`src/hw/rtl/bcw_pkg.sv`:
```
// ----------------------------------------------------------------------------
// bcw_pkg
// Shared types and constants for the blit clip window block.
// ----------------------------------------------------------------------------
package bcw_pkg;

    localparam int unsigned IN_TDATA_W  = 112;
    localparam int unsigned OUT_TDATA_W = 128;

    localparam logic [13:0] FRAME_WIDTH_RST  = 14'd240;
    localparam logic [15:0] FRAME_HEIGHT_RST = 16'd320;

    typedef enum logic [1:0] {
        CFG_FRAME_BASE   = 2'd0,
        CFG_FRAME_WIDTH  = 2'd1,
        CFG_FRAME_HEIGHT = 2'd2
    } bcw_cfg_idx_t;

    // one draw request
    typedef struct packed {
        logic               cmd;
        logic signed [15:0] pos_x;
        logic signed [15:0] pos_y;
        logic [13:0]        item_width;
        logic [14:0]        item_height;
        logic [31:0]        sprite_base;
        logic [13:0]        sprite_pad;
    } bcw_item_t;

    // clipped geometry, before address arithmetic
    typedef struct packed {
        logic        visible;
        logic        sprite;
        logic [13:0] col;
        logic [15:0] row;
        logic [15:0] line_count;
        logic [13:0] line_pixels;
        logic [13:0] target_skip;
        logic [14:0] source_skip;
        logic [15:0] src_dx;
        logic [15:0] src_dy;
        logic [14:0] stride;
        logic [31:0] sprite_base;
    } bcw_clip_t;

    // one result
    typedef struct packed {
        logic        visible;
        logic [31:0] target_addr;
        logic [15:0] line_count;
        logic [13:0] line_pixels;
        logic [13:0] target_skip;
        logic [31:0] source_addr;
        logic [14:0] source_skip;
    } bcw_result_t;

endpackage

```
`src/hw/rtl/bcw_clip.sv`:
```
// ----------------------------------------------------------------------------
// bcw_clip
// Visibility test and clipping of one request against the frame.
// ----------------------------------------------------------------------------
module bcw_clip
    import bcw_pkg::*;
(
    input  bcw_item_t   item,
    input  logic [13:0] frame_width,
    input  logic [15:0] frame_height,
    output bcw_clip_t   clip
);

    logic signed [16:0] px_s, py_s, w_s, h_s, xend_s, yend_s;
    logic               px_neg, py_neg;
    logic [13:0]        sx1, lp;
    logic [14:0]        sy1;
    logic [14:0]        xsum;
    logic [16:0]        ysum;
    logic [15:0]        lc, col16, row16;
    logic [14:0]        stride;

    always_comb begin
        px_s   = 17'(item.pos_x);
        py_s   = 17'(item.pos_y);
        w_s    = $signed({3'b000, frame_width});
        h_s    = $signed({1'b0, frame_height});
        xend_s = px_s + $signed({3'b000, item.item_width});
        yend_s = py_s + $signed({2'b00, item.item_height});
        px_neg = item.pos_x[15];
        py_neg = item.pos_y[15];

        // negative position: move to 0, shrink size
        col16 = px_neg ? 16'd0 : item.pos_x;
        row16 = py_neg ? 16'd0 : item.pos_y;
        sx1   = px_neg ? xend_s[13:0] : item.item_width;
        sy1   = py_neg ? yend_s[14:0] : item.item_height;

        // trim past right / bottom edge
        xsum = {1'b0, col16[13:0]} + {1'b0, sx1};
        lp   = (xsum > {1'b0, frame_width}) ? 14'(frame_width - col16[13:0]) : sx1;
        ysum = {1'b0, row16} + {2'b00, sy1};
        lc   = (ysum > {1'b0, frame_height}) ? 16'(frame_height - row16) : {1'b0, sy1};

        stride = {1'b0, item.sprite_pad} + {1'b0, item.item_width};

        clip.visible     = (px_s < w_s) && (py_s < h_s) && !xend_s[16] && !yend_s[16];
        clip.sprite      = item.cmd;
        clip.col         = col16[13:0];
        clip.row         = row16;
        clip.line_count  = lc;
        clip.line_pixels = lp;
        clip.target_skip = 14'(frame_width - lp);
        clip.source_skip = 15'(stride - {1'b0, lp});
        clip.src_dx      = px_neg ? 16'(-item.pos_x) : 16'd0;
        clip.src_dy      = py_neg ? 16'(-item.pos_y) : 16'd0;
        clip.stride      = stride;
        clip.sprite_base = item.sprite_base;
    end

endmodule

```
`src/hw/rtl/bcw_addr.sv`:
```
// ----------------------------------------------------------------------------
// bcw_addr
// Target and source byte addresses; zeroes fields per visibility and mode.
// ----------------------------------------------------------------------------
module bcw_addr
    import bcw_pkg::*;
#(
    parameter int BYTES_PER_PIXEL = 2
) (
    input  bcw_clip_t   clip,
    input  logic [31:0] frame_base,
    input  logic [13:0] frame_width,
    output bcw_result_t res
);

    logic [29:0] trow;
    logic [30:0] srow;
    logic [31:0] tpix, spix, taddr, saddr;
    logic        src_on;

    always_comb begin
        trow  = {14'd0, clip.row} * {16'd0, frame_width};
        srow  = {15'd0, clip.src_dy} * {16'd0, clip.stride};
        tpix  = {2'b00, trow} + {18'd0, clip.col};
        spix  = {1'b0, srow} + {16'd0, clip.src_dx};
        taddr = frame_base + 32'(tpix * 32'(BYTES_PER_PIXEL));
        saddr = clip.sprite_base + 32'(spix * 32'(BYTES_PER_PIXEL));

        src_on = clip.visible && clip.sprite;

        res.visible     = clip.visible;
        res.target_addr = clip.visible ? taddr : '0;
        res.line_count  = clip.visible ? clip.line_count : '0;
        res.line_pixels = clip.visible ? clip.line_pixels : '0;
        res.target_skip = clip.visible ? clip.target_skip : '0;
        res.source_addr = src_on ? saddr : '0;
        res.source_skip = src_on ? clip.source_skip : '0;
    end

endmodule

```
`src/hw/rtl/blit_clip_window.sv`:
```
// ----------------------------------------------------------------------------
// blit_clip_window
// Clipping setup for rectangle fills and sprite copies into a frame buffer.
// ----------------------------------------------------------------------------
// Each request on the s_ stream places a rectangle (tuser 0) or sprite
// (tuser 1) at a signed position against a frame of frame_width x
// frame_height 16-bit-wide pixel slots at byte address frame_base. One
// result comes out on the m_ stream per request, in order. A request is
// visible if it overlaps or exactly touches the frame; it is then clipped
// (negative positions moved to 0, overflow past right/bottom trimmed) and
// the block gives the target byte address, line count, pixels per line and
// target line skip, plus source address and skip in sprite mode. Fields not
// applicable are zero; an invisible request gives an all-zero result.
// Throughput: one transaction per cycle while m_tready is high. A request
// passes the input register, the clip register and the result register
// before m_tvalid, and the row-times-width multiply and base add sit
// between the last two. Each register stage holds while the
// next one is full and stalled, so back-pressure on m_tready ripples to
// s_tready without dropping anything. The configuration registers are
// written through the cfg_ channel (always ready) and must only change
// while the pipeline is empty.
// ----------------------------------------------------------------------------
module blit_clip_window
    import bcw_pkg::*;
#(
    parameter int BYTES_PER_PIXEL = 2
) (
    input  logic                   aclk,
    input  logic                   aresetn,

    input  logic                   s_tvalid,
    output logic                   s_tready,
    // pos_x[15:0] pos_y[31:16] item_width[45:32] item_height[60:46]
    // sprite_base[92:61] sprite_pad[106:93], zero fill above
    input  logic [IN_TDATA_W-1:0]  s_tdata,
    // cmd
    input  logic                   s_tuser,

    output logic                   m_tvalid,
    input  logic                   m_tready,
    // target_addr[31:0] line_count[47:32] line_pixels[61:48]
    // target_skip[75:62] source_addr[107:76] source_skip[122:108], zero fill
    output logic [OUT_TDATA_W-1:0] m_tdata,
    // visible
    output logic                   m_tuser,

    input  logic                   cfg_valid,
    output logic                   cfg_ready,
    input  logic [1:0]             cfg_index,
    input  logic [31:0]            cfg_data
);

    // configuration registers
    logic [31:0] frame_base_reg;
    logic [13:0] frame_width_reg;
    logic [15:0] frame_height_reg;

    // pipeline registers
    logic        s1_valid_reg, s2_valid_reg, m_valid_reg;
    bcw_item_t   s1_item_reg,  s1_item_next;
    bcw_clip_t   s2_clip_reg,  s2_clip_next;
    bcw_result_t m_res_reg,    m_res_next;

    logic out_free, s2_free, s1_free;

    assign cfg_ready = 1'b1;

    always_ff @(posedge aclk) begin
        if (!aresetn) begin
            frame_base_reg   <= '0;
            frame_width_reg  <= FRAME_WIDTH_RST;
            frame_height_reg <= FRAME_HEIGHT_RST;
        end else if (cfg_valid) begin
            unique case (cfg_index)
                CFG_FRAME_BASE:   frame_base_reg   <= cfg_data;
                CFG_FRAME_WIDTH:  frame_width_reg  <= cfg_data[13:0];
                CFG_FRAME_HEIGHT: frame_height_reg <= cfg_data[15:0];
                default: ;  // unmapped index, write dropped
            endcase
        end
    end

    // a stage may take new data when empty or when its contents move on
    assign out_free = !m_valid_reg || m_tready;
    assign s2_free  = !s2_valid_reg || out_free;
    assign s1_free  = !s1_valid_reg || s2_free;
    assign s_tready = s1_free;

    // unpack the incoming transaction
    always_comb begin
        s1_item_next.cmd         = s_tuser;
        s1_item_next.pos_x       = s_tdata[15:0];
        s1_item_next.pos_y       = s_tdata[31:16];
        s1_item_next.item_width  = s_tdata[45:32];
        s1_item_next.item_height = s_tdata[60:46];
        s1_item_next.sprite_base = s_tdata[92:61];
        s1_item_next.sprite_pad  = s_tdata[106:93];
    end

    bcw_clip u_clip (
        .item         (s1_item_reg),
        .frame_width  (frame_width_reg),
        .frame_height (frame_height_reg),
        .clip         (s2_clip_next)
    );

    bcw_addr #(
        .BYTES_PER_PIXEL (BYTES_PER_PIXEL)
    ) u_addr (
        .clip        (s2_clip_reg),
        .frame_base  (frame_base_reg),
        .frame_width (frame_width_reg),
        .res         (m_res_next)
    );

    // valid bits
    always_ff @(posedge aclk) begin
        if (!aresetn) begin
            s1_valid_reg <= 1'b0;
            s2_valid_reg <= 1'b0;
            m_valid_reg  <= 1'b0;
        end else begin
            if (s1_free)  s1_valid_reg <= s_tvalid;
            if (s2_free)  s2_valid_reg <= s1_valid_reg;
            if (out_free) m_valid_reg  <= s2_valid_reg;
        end
    end

    // payload, no reset
    always_ff @(posedge aclk) begin
        if (s1_free && s_tvalid)      s1_item_reg <= s1_item_next;
        if (s2_free && s1_valid_reg)  s2_clip_reg <= s2_clip_next;
        if (out_free && s2_valid_reg) m_res_reg   <= m_res_next;
    end

    assign m_tvalid = m_valid_reg;
    assign m_tuser  = m_res_reg.visible;
    assign m_tdata  = {5'd0,
                       m_res_reg.source_skip,
                       m_res_reg.source_addr,
                       m_res_reg.target_skip,
                       m_res_reg.line_pixels,
                       m_res_reg.line_count,
                       m_res_reg.target_addr};

    // ------------------------------------------------------------------------
    // assertions
    // ------------------------------------------------------------------------
    a_stall_means_full: assert property (@(posedge aclk) disable iff (!aresetn)
        !s_tready |-> (s1_valid_reg && s2_valid_reg && m_valid_reg && !m_tready))
        else $error("input stalled with a bubble in the pipeline");

    a_hidden_is_zero: assert property (@(posedge aclk) disable iff (!aresetn)
        (m_tvalid && !m_tuser) |-> (m_tdata == '0))
        else $error("invisible request with non-zero result");

    a_pixels_in_frame: assert property (@(posedge aclk) disable iff (!aresetn)
        (m_tvalid && m_tuser) |->
            ({1'b0, m_res_reg.line_pixels} + {1'b0, m_res_reg.target_skip}
             == {1'b0, frame_width_reg}))
        else $error("clipped width and target skip do not add to frame width");

    a_lines_in_frame: assert property (@(posedge aclk) disable iff (!aresetn)
        (m_tvalid && m_tuser) |-> (m_res_reg.line_count <= frame_height_reg))
        else $error("clipped line count exceeds frame height");

endmodule

```
`config.mk`:
```
export PLATFORM = sky130hd
export DESIGN_NAME = blit_clip_window
export DESIGN_NICKNAME = d
export VERILOG_FILES = /design/src/hw/rtl/bcw_pkg.sv /design/src/hw/rtl/bcw_clip.sv /design/src/hw/rtl/bcw_addr.sv /design/src/hw/rtl/blit_clip_window.sv
export SDC_FILE = /design/constraint.sdc
export NUM_CORES = 2
export LEC_CHECK = 0
export BUFFER_PORTS_ARGS = -buffer_cell sky130_fd_sc_hd__clkbuf_2
export CAP_MARGIN = 0
export CORE_MARGIN = 3
export CORE_UTILIZATION = 64
export CTS_BUF_LIST = sky130_fd_sc_hd__clkbuf_8
export DETAILED_ROUTE_END_ITERATION = 10
export HOLD_SLACK_MARGIN = 0.1
export PLACE_DENSITY_LB_ADDON = 0.1
export SLEW_MARGIN = 20
export SYNTH_ARGS = -nofsm -noshare
export SYNTH_HDL_FRONTEND = slang
export SYNTH_SLANG_ARGS = --single-unit
```
`constraint.sdc`:
```
create_clock -name aclk -period 21.4 [get_ports aclk]
set_input_delay 4.28 -clock aclk [delete_from_list [all_inputs] [get_ports aclk]]
set_output_delay 4.28 -clock aclk [all_outputs]
set_load 0.005 [all_outputs]
```
=== Yosys cells after proc, flatten, opt, wreduce, memory -nomap -nowiden ===
Cells that the tools add are included.

* $add $sub $neg: 15
* Multipliers: 2
* Order comparisons: 4
* Equal/unequal tests: 2
* Multiplexer cells: 6
* Reductions and logical operators: 19

{| class="wikitable"
|+ Operators with widths
! kind !! number
|-
| adder 32 bit || 2
|-
| 2-to-1 mux 15 bit || 3
|-
| 2-to-1 mux 14 bit || 3
|-
| adder 16 x 15 -> 17 bit || 2
|-
| negator 16 bit || 2
|-
| adder 30 x 14 -> 31 bit || 1
|-
| adder 31 x 16 -> 31 bit || 1
|-
| multiplier 16 x 15 -> 31 bit || 1
|-
| adder 14 x 14 -> 15 bit || 2
|-
| multiplier 16 x 14 -> 30 bit || 1
|-
| subtractor 14 bit || 2
|-
| adder 16 x 16 -> 17 bit || 1
|-
| greater-than comparator 17 x 16 -> 1 bit || 1
|-
| < comparator 16 x 17 -> 1 bit || 1
|-
| < comparator 16 x 15 -> 1 bit || 1
|-
| subtractor 16 x 15 -> 16 bit || 1
|-
| greater-than comparator 15 x 14 -> 1 bit || 1
|-
| subtractor 15 x 14 -> 15 bit || 1
|-
| logical AND 1 bit || 7
|-
| AND reduction 2 bit || 3
|-
| zero test 1 bit || 5
|-
| logical OR 1 bit || 3
|-
| == test 2 x 1 -> 1 bit, second input constant || 1
|-
| == test 2 bit, second input constant || 1
|-
| zero test 2 bit || 1
|}

* Register bits: 467
* Output and inout port bits: 132
* Word-level logic and storage cells: 81

=== Longest topological paths before layout ===
* Depth in word-level cells: 6
* Gate-level depth with buffers: 39
* Mapped depth without buffers: 37

=== Modules after synthesis ===
A second synthesis with hierarchy kept.

* Cells, all modules: 4,277
* Area total of the unflattened synthesis: 43,270.2 sq um

{| class="wikitable"
|+ By module, submodules not included
! module !! instances !! cells an instance !! area an instance (sq um) !! seq. area each (sq um)
|-
| bcw_addr || 1 || 2,408 || 19,812.8 || 0.0
|-
| blit_clip_window || 1 || 663 || 14,669.1 || 13,372.8
|-
| bcw_clip || 1 || 1,206 || 8,788.4 || 0.0
|}

=== Worst setup path before layout ===
OpenSTA, ideal clock, no wires.

* Path kind: in2reg
* From: in m_tready
* To: reg s2_clip_reg[0] (netlist bit), enable pin
* Library setup time: 956 ps
* Arrival: 16,558 ps
* Data required time: 20,444 ps
* Setup slack: 3,885 ps
* Stages: 2
* Path buffers: 0
* Cells stage by stage: nor2b_1 > a21boi_0

* Word-level cells in the longest chain between the ends: 3

{| class="wikitable"
|+ RTL lines
! what !! line !! text
|-
| start: declaration || blit_clip_window.sv:40 || <nowiki>input logic m_tready,</nowiki>
|-
| logical OR 1 bit || blit_clip_window.sv:84 || <nowiki>assign out_free = !m_valid_reg || m_tready;</nowiki>
|-
| logical OR 1 bit || blit_clip_window.sv:85 || <nowiki>assign s2_free = !s2_valid_reg || out_free;</nowiki>
|-
| logical AND 1 bit || blit_clip_window.sv:132 || <nowiki>if (s2_free && s1_valid_reg) s2_clip_reg <= s2_clip_next;</nowiki>
|-
| end signal: assignment || blit_clip_window.sv:132 ||
|-
| end: declaration || blit_clip_window.sv:61 || <nowiki>bcw_clip_t s2_clip_reg, s2_clip_next;</nowiki>
|}

Every way passes these cells.
A chain may end at the register's enable or synchronous reset.

=== Worst setup path in the final report ===
* From: in m_tready
* To: out s_tready

* Word-level cells in the longest chain between the ends: 3

{| class="wikitable"
|+ RTL lines
! what !! line !! text
|-
| logical OR 1 bit || blit_clip_window.sv:84 ||
|-
| logical OR 1 bit || blit_clip_window.sv:85 ||
|-
| logical OR 1 bit || blit_clip_window.sv:86 || <nowiki>assign s1_free = !s1_valid_reg || s2_free;</nowiki>
|-
| end: declaration || blit_clip_window.sv:32 || <nowiki>output logic s_tready,</nowiki>
|}

Every way passes these cells.

==> run_results.csv <==
group,metric,value,unit
synth,yosys.area_share.simple,0.1426,
sta,fin_worst_skew,0.02887,ns
sta,finalSetupViolCount,0,
worst_setup_path,end_kind,"output port",
synth,yosysUniqueCellTypes,95,
clock_tree,path_clk_slew,0.08,ns
floorplanning,fp.dieW,261.5,microns
sta,max_slew_margin,0.2853,
route,vias_per_cell,5.731,
synth,synth_area_leaders,"edfxtp_1 (29%), fa_1 (18%), ha_1 (13%)",
worst_setup_path,arrival,5.28,ns
route,vias,30287,
global_route,gr-total-overflow,0,
route,drtAntennaViolNets,0,
synth,seq_area_frac_synth,0.3193,
run_status,outcome,"finished, final reports clean",
sta,worst_pin_slew,1.072,ns
sta,period_minus_slack,9.556,ns
cells_and_area,synthToLayoutAreaGrowth,8.982,%
worst_setup_path,crit_start,"m_tready",
placement,gp_congestion,0.9152,
synth,synth_top_family_by_area,"adder cells",
clock_tree,htreeDepth,3,
global_route,grt_pass1_vias,30288,
cells_and_area,largest_reg_flops,169,
clock_tree,post_cts_buffers,0,
worst_setup_path,required,17.12,ns
worst_setup_path,worst-path-buf-inv,2,
floorplanning,die_y,261.5,microns
cells_and_area,nNetsFinal,5335,
synth,syn_avg_cell_area,10.16,sq um
floorplanning,die-area,68400,sq um
worst_setup_path,path_max_fanout,6,
worst_setup_path,r2r_end,"m_tdata[107]$_SDFFCE_PN0P_",
global_route,antenna_found_initial,5,
worst_setup_path,crit_chain,"clkbuf_2, nor2b_1, nand3_1, clkbuf_2",
hold_path,holdPathStages,0,
sta,fin_ws,11.84,ns
hold_path,hold_end,"s2_clip_reg[30]$_DFFE_PP_",
synth,ys_ff_latch,466,
synth,synth_most_common_cell,"inv_1",
route,finalWirelength,98960,microns
worst_setup_path,r2r_cells,34,
sta,drv_slew,0,
synth,ys.flop_type,"edfxtp_1",
route,wl_per_cell,18.73,microns
worst_setup_path,r2r_setup_slack,12.38,ns
synth,synth_xor_area_frac,0.04488,
global_route,grt_usage,0.2974,
sta,fin_crit_sh,0.4465,
worst_setup_path,start_kind,"input port",
hold_path,min-delay-start,"s1_item_reg[44]$_DFFE_PP_",
sta,rsz0062_at_grt,"no",
floorplanning,start_util,0.6471,
floorplanning,coreArea,64580,sq um
synth,synth-compound-area-share,0.1066,
placement,dp_hpwl,75460,microns
worst_setup_path,path_delay_family,"simple AND/OR/NAND/NOR gates",
synth,ys_async_sr_fraction,0,
synth,synth.top_cells.by_count,"inv_1 (558), nand2_1 (467), ha_1 (444)",
synth,netlist.area_leader.share,0.2881,
cells_and_area,layout-drive-gt1-share,0.1064,
cells_and_area,stdcell_count,5285,
synth,synthAdderAreaFrac,0.3131,
floorplanning,num_rows,93,
clock_tree,clock_latency,0.72,ns
hold_path,min_path_type,"reg2reg",
sta,final-hold-violation-count,0,
synth,synth_edf_count,401,
worst_setup_path,cp_slowest_cell,"nor2b_1",
worst_setup_path,cp_common_cell,"clkbuf_2",
worst_setup_path,max_stage_delay,0.59,ns
synth,ys_warn_count,0,
placement,pre_cts_slack,11.85,ns
global_route,grt_max_degree,170,
route,first_iter_violations,2044,
worst_setup_path,timing.rr.start,"s2_clip_reg[55]$_SDFFCE_PN0P_",
floorplanning,io_pins,284,
clock_tree,root_buffer,"clkbuf_8",
synth,syn_area,41790,sq um
route,dr.pass1.iters,7,
sta,fmax,0.1046,GHz
clock_tree,cts_buffers,78,
sta,tns,0,ns
clock_tree,cts_num_sinks,466,
clock_tree,ctsHoldBuffers,0,
global_route,grt_pass1_wl,158400,microns
job,cap_violations,0,
clock_tree,cts_tree,"yes",
synth,synthMuxAreaShare,0.01156,
clock_tree,max-clock-path-buffers,3,
placement,place_inst,5140,
synth,syn_inst,4113,
placement,portBuffers,272,
clock_tree,cts-resized-gates,0,
route,post-route-drc-count,0,
worst_setup_path,critical_path_class,"in2out",
synth,yosys.area.top_type,"edfxtp_1",
[worst max-delay path by stage]
stage | cells after the start | to | slack, ns
2_1_floorplan | 2 | s2_clip_reg[0]$_DFFE_PP_ | 3.89
3_3_place_gp | 4 | s_tready | 11.87
3_5_place_dp | 4 | s_tready | 11.85
4_1_cts | 4 | s_tready | 11.84
5_1_grt | 32 | m_tdata[107]$_SDFFCE_PN0P_ | 11.78
6_report | 4 | s_tready | 11.84
[area by class of cell]
cell class              instances  area (sq um)
multi-input cells            2971         25920
fillers                      4999         19030
flip-flops and latches        466         13340
inverters                     561          2108
repair buffers                287          1486
clock buffers                  80          1101
well taps                     855          1070
clock inverters                62         509.2
diodes                          3         7.507
[per-layer routing]
layer,vias to the layer above,track usage,routed length [microns]
li1,14310,-,-
met1,14749,0.3894,40200
met2,1009,0.4880,46970
met5,-,0,25
met3,215,0.05580,7283
met4,4,0.1277,4481
[kinds of logic (layout without fill, tap and decap cells)]
family / after synthesis / count (layout)
AND/OR/NAND/NOR: 1218 / 1218
adder cells (fa/ha/maj): 822 / 822
buffers and inverters: 680 / 990
AO/OA/AOI/OAI: 670 / 670
flip-flops: 466 / 466
XOR/XNOR: 211 / 211
multiplexers: 44 / 44
other: 2 / 9
[stage by stage]
step             util  instance area, sq um  hold WS, ns
3_3_place_gp   0.6802                 43930       0.4022
2_1_floorplan       -                 41810       0.4003
5_1_grt        0.7052                 45540       0.4258
6_report       0.7053                 45550       0.4146
3_5_place_dp   0.6802                 43930       0.4045
4_1_cts        0.7051                 45540       0.4194
[cell usage in the layout (no fill, tap or decap), types with 65 or more instances in the layout]
| master | Yosys | routed |
|---|---|---|
| xnor2_1 | 144 | 144 |
| dfxtp_1 | 65 | 65 |
| edfxtp_1 | 401 | 401 |
| nor2_1 | 194 | 193 |
| o21ai_0 | 124 | 124 |
| a21boi_0 | 79 | 78 |
| inv_1 | 558 | 570 |
| and2_1 | 287 | 287 |
| xor2_1 | 65 | 65 |
| ha_1 | 444 | 444 |
| a21oi_1 | 164 | 164 |
| nand2_1 | 467 | 467 |
| a21o_1 | 85 | 85 |
| clkbuf_2 | 0 | 272 |
| clkbuf_8 | 0 | 80 |
| fa_1 | 374 | 374 |
Power is left out: the tool's default activity adds up to more than one toggle a clock period on the data nets, which glitch-free logic cannot reach.
